===== config.mk =====
export PLATFORM = sky130hd
export DESIGN_NAME = card_id_whitelist_table_top
export DESIGN_NICKNAME = d
export VERILOG_FILES = /design/src/sv/cwl_pkg.sv /design/src/sv/cwl_core.sv /design/src/sv/card_id_whitelist_table_top.sv
export SDC_FILE = /design/constraint.sdc
export NUM_CORES = 1
export LEC_CHECK = 0
export ABC_AREA = 1
export BUFFER_PORTS_ARGS = -buffer_cell sky130_fd_sc_hd__buf_2
export CAP_MARGIN = 20
export CORE_MARGIN = 4
export CORE_UTILIZATION = 24
export CTS_CLUSTER_SIZE = 16
export DETAILED_ROUTE_END_ITERATION = 6
export GPL_TIMING_DRIVEN = 0
export SYNTH_ARGS = -nofsm -noshare
export SYNTH_HDL_FRONTEND = slang
export SYNTH_SLANG_ARGS = --single-unit

===== constraint.sdc =====
create_clock -name clk -period 7 [get_ports clk]
set_clock_uncertainty 0.15 [all_clocks]
set_input_delay 1.05 -clock clk [delete_from_list [all_inputs] [get_ports clk]]
set_output_delay 1.05 -clock clk [all_outputs]
set_load 0.01 [all_outputs]

===== src/sv/cwl_pkg.sv =====
// ----------------------------------------------------------------------------
// cwl_pkg
// shared codes and transfer types of the card whitelist table
// ----------------------------------------------------------------------------
package cwl_pkg;

  localparam int unsigned ID_W     = 32;
  localparam int unsigned LIMIT_W  = 5;
  localparam int unsigned COUNT_W  = 5;
  localparam logic [LIMIT_W-1:0] LIMIT_RESET = 5'd16;

  typedef enum logic [1:0] {
    MODE_LOOKUP = 2'd0,
    MODE_ADD    = 2'd1,
    MODE_DELETE = 2'd2
  } mode_t;

  typedef enum logic [2:0] {
    ST_GRANTED = 3'd0,
    ST_DENIED  = 3'd1,
    ST_ADDED   = 3'd2,
    ST_PRESENT = 3'd3,
    ST_FULL    = 3'd4,
    ST_DELETED = 3'd5,
    ST_ABSENT  = 3'd6
  } status_t;

  typedef struct packed {
    logic [1:0]      mode;
    logic [ID_W-1:0] card_id;
  } req_t;

  typedef struct packed {
    status_t            status;
    logic [COUNT_W-1:0] card_count;
  } res_t;

endpackage


===== src/sv/cwl_core.sv =====
// ----------------------------------------------------------------------------
// cwl_core
// table memory, entry count and the scan / compaction sequencer
// ----------------------------------------------------------------------------
module cwl_core
  import cwl_pkg::*;
#(
  parameter int unsigned TABLE_ENTRIES = 16
) (
  input  logic               clk,
  input  logic               rst,
  input  logic [LIMIT_W-1:0] max_cards,
  input  logic               req_valid,
  output logic               req_ready,
  input  req_t               req,
  output logic               res_valid,
  input  logic               res_ready,
  output res_t               res
);

  localparam int unsigned IDX_W = (TABLE_ENTRIES > 1) ? $clog2(TABLE_ENTRIES) : 1;
  localparam int unsigned CNT_W = $clog2(TABLE_ENTRIES + 1);
  localparam int unsigned CMP_W = (CNT_W > LIMIT_W) ? CNT_W : LIMIT_W;

  typedef enum logic [5:0] {
    S_IDLE  = 6'b000001,
    S_RD    = 6'b000010,
    S_CMP   = 6'b000100,
    S_SH_RD = 6'b001000,
    S_SH_WR = 6'b010000,
    S_RESP  = 6'b100000
  } state_t;

  state_t state, state_next;

  logic [ID_W-1:0] mem [TABLE_ENTRIES];
  logic [ID_W-1:0] rdata;

  logic            rd_en;
  logic [IDX_W-1:0] rd_addr;
  logic            we;
  logic [IDX_W-1:0] waddr;
  logic [ID_W-1:0] wdata;

  logic [1:0]       mode_r;
  logic [ID_W-1:0]  id_r;
  logic [CNT_W-1:0] idx, idx_next;
  logic [CNT_W-1:0] count, count_next;
  status_t          status_r, status_next;

  logic [CNT_W-1:0] idx_inc;
  logic [CNT_W-1:0] count_inc;
  logic [CNT_W-1:0] count_dec;
  logic [CMP_W-1:0] count_ext;
  logic             full;

  assign idx_inc   = idx + CNT_W'(1);
  assign count_inc = count + CNT_W'(1);
  assign count_dec = count - CNT_W'(1);
  assign count_ext = CMP_W'(count);
  assign full      = (count_ext >= CMP_W'(max_cards)) ||
                     (count >= CNT_W'(TABLE_ENTRIES));

  always_comb begin
    state_next  = state;
    idx_next    = idx;
    count_next  = count;
    status_next = status_r;
    rd_en       = 1'b0;
    rd_addr     = idx[IDX_W-1:0];
    we          = 1'b0;
    waddr       = idx[IDX_W-1:0];
    wdata       = rdata;
    req_ready   = 1'b0;
    res_valid   = 1'b0;
    unique case (state)
      S_IDLE: begin
        req_ready = 1'b1;
        if (req_valid) begin
          idx_next   = '0;
          state_next = S_RD;
        end
      end
      S_RD: begin
        if (idx < count) begin
          rd_en      = 1'b1;
          state_next = S_CMP;
        end else begin
          // no match anywhere in the valid entries
          state_next = S_RESP;
          if (mode_r == MODE_ADD) begin
            if (full) begin
              status_next = ST_FULL;
            end else begin
              we          = 1'b1;
              waddr       = count[IDX_W-1:0];
              wdata       = id_r;
              count_next  = count_inc;
              status_next = ST_ADDED;
            end
          end else if (mode_r == MODE_DELETE) begin
            status_next = ST_ABSENT;
          end else begin
            status_next = ST_DENIED;
          end
        end
      end
      S_CMP: begin
        if (rdata == id_r) begin
          if (mode_r == MODE_ADD) begin
            status_next = ST_PRESENT;
            state_next  = S_RESP;
          end else if (mode_r == MODE_DELETE) begin
            state_next = S_SH_RD;
          end else begin
            status_next = ST_GRANTED;
            state_next  = S_RESP;
          end
        end else begin
          idx_next   = idx_inc;
          state_next = S_RD;
        end
      end
      S_SH_RD: begin
        if (idx_inc < count) begin
          rd_en      = 1'b1;
          rd_addr    = idx_inc[IDX_W-1:0];
          state_next = S_SH_WR;
        end else begin
          count_next  = count_dec;
          status_next = ST_DELETED;
          state_next  = S_RESP;
        end
      end
      S_SH_WR: begin
        // move the later entry down one place
        we         = 1'b1;
        idx_next   = idx_inc;
        state_next = S_SH_RD;
      end
      S_RESP: begin
        res_valid = 1'b1;
        if (res_ready) begin
          state_next = S_IDLE;
        end
      end
      default: begin
        state_next = S_IDLE;
      end
    endcase
  end

  always_ff @(posedge clk) begin
    if (rd_en) begin
      rdata <= mem[rd_addr];
    end
    if (we) begin
      mem[waddr] <= wdata;
    end
  end

  always_ff @(posedge clk) begin
    if (rst) begin
      state <= S_IDLE;
      count <= '0;
    end else begin
      state <= state_next;
      count <= count_next;
    end
  end

  always_ff @(posedge clk) begin
    idx      <= idx_next;
    status_r <= status_next;
    if (req_valid && req_ready) begin
      mode_r <= req.mode;
      id_r   <= req.card_id;
    end
  end

  assign res.status     = status_r;
  assign res.card_count = count_ext[COUNT_W-1:0];

  // count never goes past the table
  a_count_bound: assert property (@(posedge clk) disable iff (rst)
    count <= CNT_W'(TABLE_ENTRIES))
    else $error("entry count beyond table size");

  // count only moves when an add or delete finishes
  a_count_move: assert property (@(posedge clk) disable iff (rst)
    (count != $past(count)) |-> (state == S_RESP &&
      (mode_r == MODE_ADD || mode_r == MODE_DELETE)))
    else $error("entry count changed outside an add or delete");

  // a taken request starts the scan
  a_start_scan: assert property (@(posedge clk) disable iff (rst)
    (req_valid && req_ready) |=> (state == S_RD && idx == '0))
    else $error("scan did not start after request transfer");

  // no table write while idle or answering
  a_no_idle_write: assert property (@(posedge clk) disable iff (rst)
    we |-> (state == S_RD || state == S_SH_WR))
    else $error("table written outside add or compaction");

endmodule


===== src/sv/card_id_whitelist_table_top.sv =====
// ----------------------------------------------------------------------------
// card_id_whitelist_table_top
// packed whitelist of 32-bit card ids: lookup, add and delete with compaction
// ----------------------------------------------------------------------------
//  channel | direction | signals
//  cfg     | in        | cfg_valid, cfg_ready, cfg_data (max_cards)
//  in      | in        | in_valid, in_ready, mode, card_id
//  out     | out       | out_valid, out_ready, status, card_count
//
//  an item's time is set by n = stored entries and the
//  single-port table memory: one read per entry during the scan, then one
//  read and one write per later entry when a delete closes the gap
//  one item in flight; the next is taken while the last result waits
//  reset empties the table (count zero) and sets max_cards to 16
//  cfg writes are taken every cycle
// ----------------------------------------------------------------------------
module card_id_whitelist_table_top
  import cwl_pkg::*;
#(
  parameter int unsigned TABLE_ENTRIES = 16
) (
  input  logic               clk,
  input  logic               rst,
  input  logic               cfg_valid,
  output logic               cfg_ready,
  input  logic [LIMIT_W-1:0] cfg_data,
  input  logic               in_valid,
  output logic               in_ready,
  input  logic [1:0]         mode,
  input  logic [ID_W-1:0]    card_id,
  output logic               out_valid,
  input  logic               out_ready,
  output logic [2:0]         status,
  output logic [COUNT_W-1:0] card_count
);

  logic [LIMIT_W-1:0] max_cards;
  req_t               req;
  res_t               core_res;
  res_t               out_res;
  logic               core_res_valid;
  logic               core_res_ready;

  assign cfg_ready = 1'b1;

  always_ff @(posedge clk) begin
    if (rst) begin
      max_cards <= LIMIT_RESET;
    end else if (cfg_valid && cfg_ready) begin
      max_cards <= cfg_data;
    end
  end

  assign req.mode    = mode;
  assign req.card_id = card_id;

  cwl_core #(
    .TABLE_ENTRIES(TABLE_ENTRIES)
  ) u_core (
    .clk       (clk),
    .rst       (rst),
    .max_cards (max_cards),
    .req_valid (in_valid),
    .req_ready (in_ready),
    .req       (req),
    .res_valid (core_res_valid),
    .res_ready (core_res_ready),
    .res       (core_res)
  );

  // output register
  assign core_res_ready = !out_valid || out_ready;

  always_ff @(posedge clk) begin
    if (rst) begin
      out_valid <= 1'b0;
    end else if (core_res_ready) begin
      out_valid <= core_res_valid;
    end
  end

  always_ff @(posedge clk) begin
    if (core_res_valid && core_res_ready) begin
      out_res <= core_res;
    end
  end

  assign status     = out_res.status;
  assign card_count = out_res.card_count;

endmodule


After elaboration in Yosys (flattened, before gate mapping)
Memories as Yosys holds them, arrays and structs flattened. A register that Yosys moved wholly into a read port is not among the register bits.
Index checks and enable logic that the tools add are counted.
{"block": "word_totals", "wordCells": 94, "ram_bits": 512, "memories": 1, "input_bits": 44, "ff_bits": 67}
{"block": "classes", "muxes": 46, "n_reduce_logical": 12, "n_addsub": 3, "eq_ne": 18, "magnitude_cmp": 4}
{"memory": "u_core.mem", "words": 16, "width": 32, "read_ports": 1, "rd_clocked_by_memory_dff": 1, "write_ports": 1, "line": "cwl_core.sv:36", "rtl": "logic [ID_W-1:0] mem [TABLE_ENTRIES];"}
{"cell": "32-bit 2-to-1 mux", "count": 4}
{"cell": "6-bit 2-to-1 mux", "count": 7}
{"cell": "6-bit case mux with 6 select lines", "count": 1}
{"cell": "32-bit == test", "count": 1}
{"cell": "5-bit 2-to-1 mux", "count": 6}
{"cell": "3-bit 2-to-1 mux", "count": 8}
{"cell": "4-bit 2-to-1 mux", "count": 6}
{"cell": "5-bit case mux with 3 select lines", "count": 1}
{"cell": "2-bit != test (second input constant)", "count": 6}
{"cell": "5-bit by 1-bit adder with 5-bit output (second input constant)", "count": 2}
{"cell": "5-bit less-than comparator", "count": 2}
{"cell": "5-bit case mux with 2 select lines", "count": 1}
{"cell": "5-bit AND reduction", "count": 2}
{"cell": "1-bit 2-to-1 mux", "count": 9}
{"cell": "3-bit case mux with 3 select lines", "count": 1}
{"cell": "6-bit by 1-bit == test with 1-bit output (second input constant)", "count": 1}
{"cell": "6-bit by 2-bit == test with 1-bit output (second input constant)", "count": 1}
{"cell": "6-bit by 3-bit == test with 1-bit output (second input constant)", "count": 1}
{"cell": "6-bit by 4-bit == test with 1-bit output (second input constant)", "count": 1}
{"cell": "6-bit by 5-bit == test with 1-bit output (second input constant)", "count": 1}
{"cell": "6-bit == test (second input constant)", "count": 1}
{"cell": "3-bit nonzero test", "count": 2}
{"cell": "5-bit >= comparator", "count": 1}
{"cell": "5-bit >= comparator (second input constant)", "count": 1}
{"cell": "12 further kinds", "count": 16}

Longest topological paths before layout
Gate-level depths: netlist (run 1).
{"block": "logic_depth", "depth_word": 8, "depth_mapped": 19, "mapped_depth_nobuf": 17}

By module
From an unflattened synthesis (run 1), not the netlist that was laid out.
{"block": "hier_totals", "hier_cells": 2495, "area_unflattened_um2": 26939.6}
{"mod": "cwl_core", "cells_each": 2457, "area_per_inst_um2": 26476.6, "instances": 1}
{"mod": "card_id_whitelist_table_top", "cells_each": 38, "area_per_inst_um2": 462.9, "instances": 1}

Least setup slack after synthesis (run 1)
No wires, ideal clock.
{"block": "synth_timing", "path_kind": "reg2reg", "start": "register u_core.count[4]", "end": "memory u_core.mem[0][0], enable pin", "setup_time_ns": 0.421, "arrival_ns": 3.192, "n_path_buf": 1, "path_slack_ns": 3.237, "required_time_ns": 6.429, "stages_incl_launch_ff": 13, "path_cell_list": "dfxtp_1 > inv_1 > ha_1 > a21oi_1 > o21ai_0 > nor2_1 > nor2_1 > nand2_1 > clkbuf_1 > nand2_1 > nand2_1 > nand3_1 > nor2_1"}
{"block": "synth_between", "elab_chain_cells": 8, "word_cells_on_any_way": 14, "cone_classes": "order compare: 3; mux: 10; reduce/logical: 1"}
{"element": "from (decl)", "line": "cwl_core.sv:48", "rtl": "logic [CNT_W-1:0] count, count_next;"}
{"element": "from (signal assigned)", "line": "cwl_core.sv:168", "rtl": "count <= count_next;"}
{"element": "5-bit >= comparator, on equally long branches", "line": "cwl_core.sv:61, cwl_core.sv:62"}
{"element": "1-bit logical OR", "line": "cwl_core.sv:61", "rtl": "assign full = (count_ext >= CMP_W'(max_cards)) ||"}
{"element": "1-bit 2-to-1 mux", "line": "cwl_core.sv:92", "rtl": "if (full) begin"}
{"element": "1-bit 2-to-1 mux", "line": "cwl_core.sv:91", "rtl": "if (mode_r == MODE_ADD) begin"}
{"element": "1-bit 2-to-1 mux", "line": "cwl_core.sv:85", "rtl": "if (idx < count) begin"}
{"element": "1-bit case mux with 2 select lines", "line": "cwl_core.sv:76", "rtl": "unique case (state)"}
{"element": "1-bit 2-to-1 mux", "line": "cwl_core.sv:157", "rtl": "if (we) begin"}
{"element": "1-bit 2-to-1 mux (implied by the code)", "line": "cwl_core.sv:158", "rtl": "mem[waddr] <= wdata;"}
{"element": "to (decl)", "line": "cwl_core.sv:36"}
Several ways; a longest one is shown, not always the timed one.

Worst setup path after layout (run 1)
{"block": "layout_timing", "start": "register u_core.idx[0]", "end": "register u_core.rdata[21] (read register of u_core.mem), data pin"}
{"block": "layout_between", "elab_chain_cells": 4, "word_cells_on_any_way": 8, "cone_classes": "add/sub: 1; order compare: 2; mux: 5"}
{"element": "from (decl)", "line": "cwl_core.sv:47", "rtl": "logic [CNT_W-1:0] idx, idx_next;"}
{"element": "from (signal assigned)", "line": "cwl_core.sv:173", "rtl": "idx <= idx_next;"}
{"element": "5-bit by 1-bit adder with 5-bit output *", "line": "cwl_core.sv:57", "rtl": "assign idx_inc = idx + CNT_W'(1);"}
{"element": "via u_core.idx_inc[4]", "line": "cwl_core.sv:51", "rtl": "logic [CNT_W-1:0] idx_inc;"}
{"element": "5-bit less-than comparator *", "line": "cwl_core.sv:125", "rtl": "if (idx_inc < count) begin"}
{"element": "1-bit 2-to-1 mux or 4-bit 2-to-1 mux (tied branches)", "line": "cwl_core.sv:125"}
{"element": "1-bit case mux with 2 select lines or 4-bit 2-to-1 mux (tied branches)", "line": "cwl_core.sv:76"}
{"element": "to (decl)", "line": "cwl_core.sv:37", "rtl": "logic [ID_W-1:0] rdata;"}
Mark *: on every way through the listed nets, which the timed path passes. The rest lies on a longest branch.
A chain may end at the register's enable or synchronous reset.

==> results of run 1 <==
[cells in the mapped netlist]
cell / count / share of area
a31oi_1: 1 / 0.00023
buf_2: 80 / 0.015
nand4_2: 1 / 0.00046
xor2_1: 6 / 0.0020
edfxtp_1: 594 / 0.66
fa_1: 1 / 0.00074
nor2_8: 1 / 0.00074
xnor2_1: 21 / 0.0068
o21ai_0: 22 / 0.0041
dfxtp_1: 17 / 0.013
o21a_1: 1 / 0.00028
inv_2: 3 / 0.00042
nor4_1: 1 / 0.00023
nand2_1: 689 / 0.096
o21ai_2: 2 / 0.00065
o21ai_1: 2 / 0.00037
nand3_1: 562 / 0.10
or2_2: 9 / 0.0021
buf_4: 14 / 0.0039
a21oi_1: 19 / 0.0035
nand4_1: 8 / 0.0019
nand3_4: 1 / 0.00065
a211oi_1: 1 / 0.00028
nor2_1: 49 / 0.0068
conb_1: 1 / 0.00014
nand3b_1: 64 / 0.018
nor2_2: 2 / 0.00046
buf_1: 11 / 0.0015
nand2_2: 4 / 0.00093
nor3_1: 3 / 0.00056
ha_1: 20 / 0.0093
o211ai_1: 1 / 0.00028
inv_1: 262 / 0.037
clkbuf_1: 39 / 0.0054
[cells in the final DEF (no fill, tap or decap), types with 6 or more instances in the layout]
master,instances
ha_1,20
buf_1,11
clkbuf_1,48
a21oi_1,19
edfxtp_1,594
buf_2,134
nor2_4,17
buf_4,20
o21ai_0,11
nand3_1,562
clkinv_1,9
dfxtp_1,17
buf_16,11
nand4_1,8
clkinv_2,10
nor2_1,32
xor2_1,6
nand2_1,688
clkinvlp_4,6
nand3b_1,64
inv_1,262
clkbuf_16,61
or2_2,9
bufinv_16,11
buf_12,8
xnor2_1,21
o21ai_1,13
[routing by layer]
metal,up-vias,GRT usage,share of wire
li1,8845,-,-
met1,9238,0.184,0.42
met2,936,0.209,0.44
met3,162,0.0329,0.10
met4,0,0.0480,0.035
met5,-,0,0
[logic make-up after synthesis]
group                    count (synthesis)
other                                    1
AND/OR/NAND/NOR                       1394
buffers and inverters                  409
AO/OA/AOI/OAI                           49
adder cells (fa/ha/maj)                 21
XOR/XNOR                                27
flip-flops                             611
[registers in the layout, indices dropped and copies added (netlist names)]
signal	count
u_core.status_r	3
out_valid	1
u_core.mem	512
u_core.mode_r	2
u_core.idx	5
max_cards	5
card_count	5
u_core.id_r	32
u_core.state	6
status	3
u_core.count	5
u_core.rdata	32
[path summary, 6_finish.rpt]
| path | slack, ps | to | from |
|---|---|---|---|
| max | 2770 | u_core.rdata[21]$_DFFE_PP_ | u_core.idx[0]$_SDFFCE_PN0P_ |
| min | 270 | status[1]$_DFFE_PP_ | u_core.status_r[1]$_DFFE_PP_ |
| max reg2reg | 2770 | u_core.rdata[21]$_DFFE_PP_ | u_core.idx[0]$_SDFFCE_PN0P_ |
| min reg2reg | 270 | status[1]$_DFFE_PP_ | u_core.status_r[1]$_DFFE_PP_ |
[power groups by stage]
| stage | combinational, mW | clock (mW) | sequential, mW |
|---|---|---|---|
| 2_1_floorplan | 1.26 | 0 | 4.23 |
| 3_3_place_gp | 1.98 | 0 | 4.26 |
| 3_5_place_dp | 2.03 | 0 | 4.25 |
| 4_1_cts | 2.05 | 3.56 | 4.18 |
| 5_1_grt | 2.26 | 3.70 | 4.18 |
| 6_report | 2.07 | 3.51 | 4.17 |
[final cells by class]
type	instances	area, um2
clock buffers	72	1590
multi-input cells	1492	7180
inverters	265	995
fillers	11300	79100
clock inverters	43	532
flip-flops and latches	611	18200
repair buffers	83	827
well taps	1488	1860
plain buffers	144	693
[critical path, stage by stage, from the launching register on]
cell      delay (ps)
edfxtp_1         530
ha_1             290
nand3_1           90
xor2_1           190
inv_1             70
ha_1             290
nand2_1           80
inv_1             40
a21oi_1          340
nand3_4          210
inv_2            140
nand2_1           70
o21ai_2          260
inv_1            410
buf_1            430
nand3_1          240
nand2_1          120
[metrics by stage]
step	worst slack (ps)	utilization
final	2770	0.287
after global routing	2480	0.287
after CTS	2770	0.287
after detailed placement	2840	0.268
after global placement	924	0.262
after floorplan	3240	-
==> results.yml, run 1 <==
grt:
  grt_pass1_wl_um: 119000
  grt_max_degree: 23
  grt_antenna_before_repair: 2
  gr-total-overflow: 0
  grt_usage: 0.135
  grt_pass1_vias: 18200
sta:
  tightestPinTransition_ps: 1200
  setup-tns-final_ps: 0
  relSlewSlack: 0.201
  hold_viol_final: 0
  whs_ps: 268
  slew_violations: 0
  rsz0062_at_grt: "false"
  max_freq_ghz: 0.236
  period_share: 0.605
  period_needed_ps: 4230
  setup_viol_count_final: 0
synth:
  yosysUniqueCellTypes: 34
  synth_top_family_by_area: "simple AND/OR/NAND/NOR gates"
  yosysWarnings: 0
  synth_fp_nets: 2577
  synth_xor_area_frac: 0.00879
  ys_ff_latch: 611
  syn_inst: 2512
  synth_compound_area_frac: 0.00972
  synthMuxAreaShare: 0
  synth.avg_cell_area_um2: 10.7
  synth_adder_area_share: 0.0100
  synth_area_um2: 26900
  synth-simple-area-share: 0.233
  synth-seq-area-share: 0.675
detailed_routing:
  vias: 19200
  ant_nets: 0
  dr.pass1.iters: 6
  wl_per_cell_um: 19.4
  drc: 0
  wl_um: 81500
  drtIter0Drc: 2181
  vias_per_cell: 4.57
worst_setup_path:
  crit_fanout: 10
  crit_path_end_kind: "flop"
  worst_ep_required_time_ps: 7230
  worst-setup-path-type: "flop to flop"
  worst-r2r-cell-count: 16
  cp-start-kind: "flop"
  crit_arrival_ps: 4460
power:
  ir_worst_vdd_v: 0.000200
  combinationalPowerShare: 0.212
  swShare: 0.310
  p_clk_frac: 0.360
  internal_power_mw: 6.73
  power_density_nw_per_um2: 306
  pwr-share-seq: 0.428
  power.leakage_nw: 12.4
  p_sw_mw: 3.03
  p_total_mw: 9.75
clock_network:
  cts_resized: 0
  clock_sinks: 611
  cts.path.max_buffers: 3
  htree_levels: 2
  post_cts_buffers: 0
  hold_buffers: 0
  clock_latency_ps: 640
  clk_pin_slew_worst_paths_ps: 70
  cts_buffers: 61
  cts_tree: "built"
  root_buffer: "clkbuf_16"
outcome:
  status: "finished, final reports clean"
placement:
  gp_congestion: 0.813
  dp_hpwl_um: 54900
  port-buffer-count: 53
  dp.cells: 4082
  placed_cell_area_um2: 29700
layout:
  final_area_um2: 31900
  num_antenna_cells: 0
  finalNetCount: 2723
  area_delta_synth_final_pct: 18.3
  layout.cells.non_filler: 4198
  drive_gt1_frac: 0.116
floorplan:
  rows: 122
  die_h_um: 343
  die_w_um: 343
  initial_core_util: 0.243
  die-area_um2: 118000
  boundaryPins: 55
  core_area_um2: 111000
min_path:
  hold_path.class: "flop to flop"
  whs_path_depth: 0
flow_run:
  drv_cap: 0
Note: power is estimated with default switching activity, not from simulation.
==> run 2: changes to the inputs <==
Settings changed: ABC_AREA 1 to 0.
Clock period 7 ns to 3.4 ns, I/O delays scaled along.
==> run 2 against run 1 <==
Effect of this change:
- the run now ends with negative setup slack left
- critical path depth decreased by 2
- clock-buffer cell count up 2
- clock power grew 84%
- maximum frequency is 17% higher
- sequential cell count unchanged
- sequential share of layout area fell by 0.27 points
- highest routed layer unchanged
==> results.yml, run 2 <==
worst_setup_path:
  worst-setup-path-type: "flop to flop"
  worst_ep_required_time_ps: 3630
  rrSetupSlack_ps: -230
  crit_arrival_ps: 3850
  worst-r2r-cell-count: 14
  cp-start-kind: "flop"
  crit_path_end_kind: "flop"
  r2r-end: "u_core.rdata[11]$_DFFE_PP_"
  crit_start: "u_core.idx[1]$_SDFFCE_PN0P_"
  reg2reg_from: "u_core.idx[1]$_SDFFCE_PN0P_"
  crit_fanout: 8
synth:
  synthTopCellsByCount: "594 x edfxtp_1, 162 x mux2_2, 104 x mux2i_1, 96 x mux4_2, 43 x clkbuf_1"
  ys.flop_type: "edfxtp_1"
  synth_area_leader_cell: "edfxtp_1"
  yosysUniqueCellTypes: 58
  synthMostInstantiatedCell: "edfxtp_1"
  synth_area_um2: 25800
  synth.avg_cell_area_um2: 18.8
  ys_async_sr_fraction: 0
  synth_area_leaders: "edfxtp_1 69%, mux4_2 8.4%, mux2_2 7.1%, mux2i_1 4.0%, xnor2_1 1.3%"
  syn_inst: 1375
  synth-seq-area-share: 0.705
  synth_edf_count: 594
  ys_ff_latch: 611
  yosysWarnings: 0
  synth_fp_nets: 1440
  yosysTopAreaCellShare: 0.692
sta:
  setup_viol_count_final: 33
  hold_viol_final: 0
  rsz0062_at_grt: "true"
  tightestPinTransition_ps: 897
  period_share: 1.07
  max_freq_ghz: 0.276
  slew_violations: 0
  setup_ws_ps: -227
  period_needed_ps: 3630
  relSlewSlack: 0.402
power:
  p_sw_mw: 7.28
  combinationalPowerShare: 0.345
  swShare: 0.310
  internal_power_mw: 16.2
  power.leakage_nw: 10.5
  ir_worst_vdd_v: 0.000470
  p_total_mw: 23.5
  pwr-share-seq: 0.380
  p_clk_frac: 0.275
  power_density_nw_per_um2: 733
detailed_routing:
  wl_per_cell_um: 22.1
  wl_um: 67400
  vias_per_cell: 4.60
  dr.pass1.iters: 5
  ant_nets: 0
  drc: 0
  drtIter0Drc: 1351
  vias: 14000
grt:
  grt_pass1_wl_um: 96600
  grt_pass1_vias: 14600
  grt_max_degree: 26
  grt_antenna_before_repair: 2
  grt_usage: 0.115
  gr-total-overflow: 0
min_path:
  whs_path_depth: 3
  hold_start: "out_ready"
  min_to: "out_valid$_SDFFE_PP0P_"
  hold_path.class: "input port to flop"
layout:
  final_area_um2: 32000
  finalNetCount: 1675
  largest_reg_flops: 512
  area_delta_synth_final_pct: 24.2
  mostFrequentLayoutCells: "594 x edfxtp_1, 161 x mux2_2, 96 x mux4_2"
  regMostFlops: "u_core.mem"
  fin_util: 0.302
  final_common_cell: "edfxtp_1"
  num-fill-cells: 10400
  layout.cells.non_filler: 3051
  num_antenna_cells: 0
  drive_gt1_frac: 0.363
  top_regs: "u_core.mem (512), u_core.id_r (32), u_core.rdata (32)"
placement:
  gp_congestion: 0.795
  placed_cell_area_um2: 28400
  dp_hpwl_um: 43900
  place_ws_ps: -1330
  dp.cells: 2837
  port-buffer-count: 51
clock_network:
  cts_tree: "built"
  cts_buffers: 61
  clock_sinks: 611
  cts.path.max_buffers: 3
  clk_pin_slew_worst_paths_ps: 60
  htree_levels: 2
  clock_latency_ps: 650
  root_buffer: "clkbuf_16"
floorplan:
  die_w_um: 336
  boundaryPins: 55
  die_h_um: 336
  die-area_um2: 113000
  core_area_um2: 106000
  rows: 119
  initial_core_util: 0.243
flow_run:
  drv_cap: 0
outcome:
  violations: "negative setup slack"
  status: "complete, but fails checks"
run 2: repair_timing:
action / 4_1_cts / 5_1_grt
pin swaps: 28 / 17
resized for setup: 118 / 43
hold endpoints to repair: 39 / 0
gates cloned: 2 / 4
setup buffers: 40 / 16
setup endpoints to repair: 1055 / 732
hold buffers: 39 / 0
run 2: logic make-up (layout without fill, tap and decap cells):
| group | count (synthesis) | after routing | synth area share |
|---|---|---|---|
| fa+ha+maj | 21 | 21 | 0.0105 |
| simple gates | 99 | 99 | 0.0205 |
| compound gates | 149 | 149 | 0.0383 |
| other cells | 1 | 1 | 0.000145 |
| buf+inv | 90 | 375 | 0.0156 |
| mux | 363 | 363 | 0.196 |
| xor+xnor | 41 | 41 | 0.0142 |
| flops | 611 | 611 | 0.705 |
run 2: metrics by stage:
| stage | setup TNS (ps) | hold slack, ps |
|---|---|---|
| after floorplan | 0 | 250 |
| after CTS | -4320 | 60.5 |
| after global routing | -9540 | 98.7 |
| after detailed placement | -495360 | 262 |
| after global placement | -730310 | 255 |
| final | -5500 | 89.4 |
run 2: power by group through the flow:
stage | Combinational (mW) | Clock (mW) | Sequential, mW
finish | 8.10 | 6.46 | 8.91
global route | 8.57 | 6.96 | 8.92
CTS | 7.75 | 6.60 | 8.90
detailed placement | 6.82 | 0 | 9.06
global placement | 6.66 | 0 | 9.06
floorplan | 4.85 | 0 | 8.94
run 2: routing by layer:
metal / part of all wire / global-route usage / up-vias / wire length [um]
met1: 0.44 / 0.159 / 7395 / 29900
met2: 0.47 / 0.182 / 466 / 31300
li1: - / - / 6072 / -
met3: 0.066 / 0.0226 / 106 / 4470
met5: 0 / 0 / - / 0
met4: 0.025 / 0.0380 / 0 / 1680
run 2: cell type report:
class	count	area, um2	area share
plain buffers	71	603	0.0188
clock inverters	39	299	0.00934
multi-input cells	674	7630	0.238
clock buffers	74	1600	0.0499
inverters	18	73.8	0.00231
repair buffers	173	1890	0.0590
flip-flops and latches	611	18200	0.568
well taps	1391	1740	0.0544
run 2: worst max-delay path by stage:
stage,endpoint,slack [ps]
final,u_core.rdata[11]$_DFFE_PP_,-230
after global routing,u_core.rdata[12]$_DFFE_PP_,-300
after CTS,u_core.rdata[12]$_DFFE_PP_,-190
after detailed placement,u_core.rdata[30]$_DFFE_PP_,-1330
after global placement,u_core.rdata[29]$_DFFE_PP_,-1310
after floorplan,u_core.rdata[10]$_DFFE_PP_,30
run 2: critical path, cell delays in order (launching register included):
cell	delay (ps)
edfxtp_1	450
ha_4	210
nand3_4	80
xnor2_2	150
ha_1	330
o211a_1	140
o31ai_2	60
buf_4	170
nand3_4	120
xor2_4	240
buf_12	220
clkbuf_16	190
mux4_2	510
mux2i_2	210
o22ai_1	110
==> run 3: changes to the inputs <==
Settings changed: MAX_ROUTING_LAYER from default to met4.
==> run 3 against run 2 <==
Effect of this change:
- the flow still finishes with violations (negative setup slack)
- worst hold slack got worse by 1.9 ps
- wire length is 1.3% higher
- total power increased by 0.14%
- die area is the same
- non-clock buffer count up 10
- critical endpoint is now u_core.rdata[0]$_DFFE_PP_
- largest power group unchanged
==> results.yml, run 3 (synthesis results as in run 2) <==
grt:
  met1_usage: 0.159
  grt_max_degree: 26
  grt_pass1_wl_um: 96600
  grt_usage: 0.119
  grt_antenna_before_repair: 2
  grtUsageMet2: 0.182
  met3_usage: 0.0222
  grt_busiest_layer: "met2"
  grt_pass1_vias: 14600
  gr-total-overflow: 0
sta:
  tightestPinTransition_ps: 893
  relSlewSlack: 0.405
  period_share: 1.06
  setup_ws_ps: -213
  slew_violations: 0
  period_needed_ps: 3610
  max_freq_ghz: 0.277
  setup_viol_count_final: 33
  whs_ps: 87.5
  rsz0062_at_grt: "true"
  hold_viol_final: 0
clock_network:
  cts_buffers: 61
  clock_latency_ps: 660
  clock_sinks: 611
  cts.path.max_buffers: 3
  root_buffer: "clkbuf_16"
  clk_pin_slew_worst_paths_ps: 60
  cts_tree: "built"
  htree_levels: 2
floorplan:
  die_w_um: 336
  die-area_um2: 113000
  initial_core_util: 0.243
  boundaryPins: 55
  rows: 119
  die_h_um: 336
  core_area_um2: 106000
layout:
  final_common_cell: "edfxtp_1"
  final_area_um2: 32100
  largest_reg_flops: 512
  area_delta_synth_final_pct: 24.6
  num_antenna_cells: 0
  top_regs: "u_core.mem (512), u_core.id_r (32), u_core.rdata (32)"
  drive_gt1_frac: 0.367
  mostFrequentLayoutCells: "594 x edfxtp_1, 161 x mux2_2, 96 x mux4_2"
  finalNetCount: 1685
  fin_util: 0.303
  regMostFlops: "u_core.mem"
power:
  power_density_nw_per_um2: 731
  ir_worst_vdd_v: 0.000472
  power.leakage_nw: 10.6
outcome:
  status: "complete, but fails checks"
  violations: "negative setup slack"
min_path:
  whs_path_depth: 3
  min_to: "out_valid$_SDFFE_PP0P_"
  hold_path.class: "input port to flop"
  hold_start: "out_ready"
placement:
  gp_congestion: 0.806
  placed_cell_area_um2: 28400
  dp_hpwl_um: 43900
  port-buffer-count: 51
flow_run:
  drv_cap: 0
worst_setup_path:
  crit_slowest_cell: "mux4_2"
  cp_num_buf_inv: 4
  worstSetupPathDepth: 15
  crit_fanout: 5
  cp-start-kind: "flop"
  crit_path_end_kind: "flop"
  crit_arrival_ps: 3840
  r2r-end: "u_core.rdata[0]$_DFFE_PP_"
  path_cells: "ha_4, nand3_4, xnor2_2, ha_1, o211a_1, o31ai_2, buf_4, nand3_4, xor2_4, buf_4, buf_6, clkbuf_16, mux4_2, mux2i_1, o22ai_2"
  reg2reg_from: "u_core.idx[1]$_SDFFCE_PN0P_"
  worst-r2r-cell-count: 15
  cp_top_family: "multiplexers"
  cpPeakStageDelay_ps: 500
  rrSetupSlack_ps: -210
  worst-setup-path-type: "flop to flop"
  worst_ep_required_time_ps: 3620
detailed_routing:
  ant_nets: 0
  vias: 14200
  dr.pass1.iters: 5
  wl_um: 68300
  vias_per_cell: 4.63
  wl_per_cell_um: 22.3
  drc: 0
  drtIter0Drc: 1371
[run 3: cell count changes in the layout (fill, tap and decap cells not counted)]
cell | before | now
buf_16 | 10 | 8
buf_4 | 40 | 46
clkbuf_16 | 66 | 69
mux2i_2 | 17 | 16
buf_12 | 35 | 36
buf_6 | 12 | 14
mux2i_4 | 5 | 6
[run 3: layer usage]
layer | vias to the layer above | part of all wire | routed length [um]
met5 | - | 0 | 0
met4 | 0 | 0.026 | 1770
met3 | 112 | 0.074 | 5030
met2 | 516 | 0.46 | 31400
met1 | 7474 | 0.44 | 30100
li1 | 6082 | - | -
[run 3: area by class of cell]
cell class                 count  area (um2)
multi-input combinational    674        7640
buffer                        71         603
clock inverter                39         299
timing repair buffer         183        2000
inverter                      18        73.8
tap                         1391        1740
clock buffer                  74        1600
fill                       10400       73900
sequential                   611       18200
[run 3: tightest hold or removal path, stage by stage]
cell and delay, ps:
buf_2 70, nand2b_1 140, a21oi_1 80
[run 3: what timing repair did]
item	in CTS	in global routing
hold buffers	39	0
pin swaps	28	28
endpoints found under the hold margin	39	0
cloned	2	7
endpoints found under the setup margin	1055	731
setup buffers	40	23
gates resized for setup	118	46
[run 3: power by group]
part | internal, mW | switching, mW
clock | 3.57 | 2.90
combinational | 3.95 | 4.17
sequential | 8.68 | 0.229
total | 16.2 | 7.30
[run 3: worst max-delay path by stage]
stage | from | end
5_1_grt | u_core.idx[1]$_SDFFCE_PN0P_ | u_core.rdata[12]$_DFFE_PP_
2_1_floorplan | u_core.idx[0]$_SDFFCE_PN0P_ | u_core.rdata[10]$_DFFE_PP_
3_3_place_gp | u_core.idx[1]$_SDFFCE_PN0P_ | u_core.rdata[29]$_DFFE_PP_
4_1_cts | u_core.idx[1]$_SDFFCE_PN0P_ | u_core.rdata[12]$_DFFE_PP_
3_5_place_dp | u_core.idx[1]$_SDFFCE_PN0P_ | u_core.rdata[30]$_DFFE_PP_
6_report | u_core.idx[1]$_SDFFCE_PN0P_ | u_core.rdata[0]$_DFFE_PP_
[run 3: metrics by stage]
stage                     TNS, ps  setup slack (ps)  instances  power, mW
after floorplan                 0              32.8       1375       13.8
after global routing        -9160              -298       3061       24.5
after detailed placement  -495360             -1330       2837       15.9
after CTS                   -4320              -195       3031       23.3
final                       -5330              -213       3061       23.5
after global placement    -730310             -1310       2817       15.7
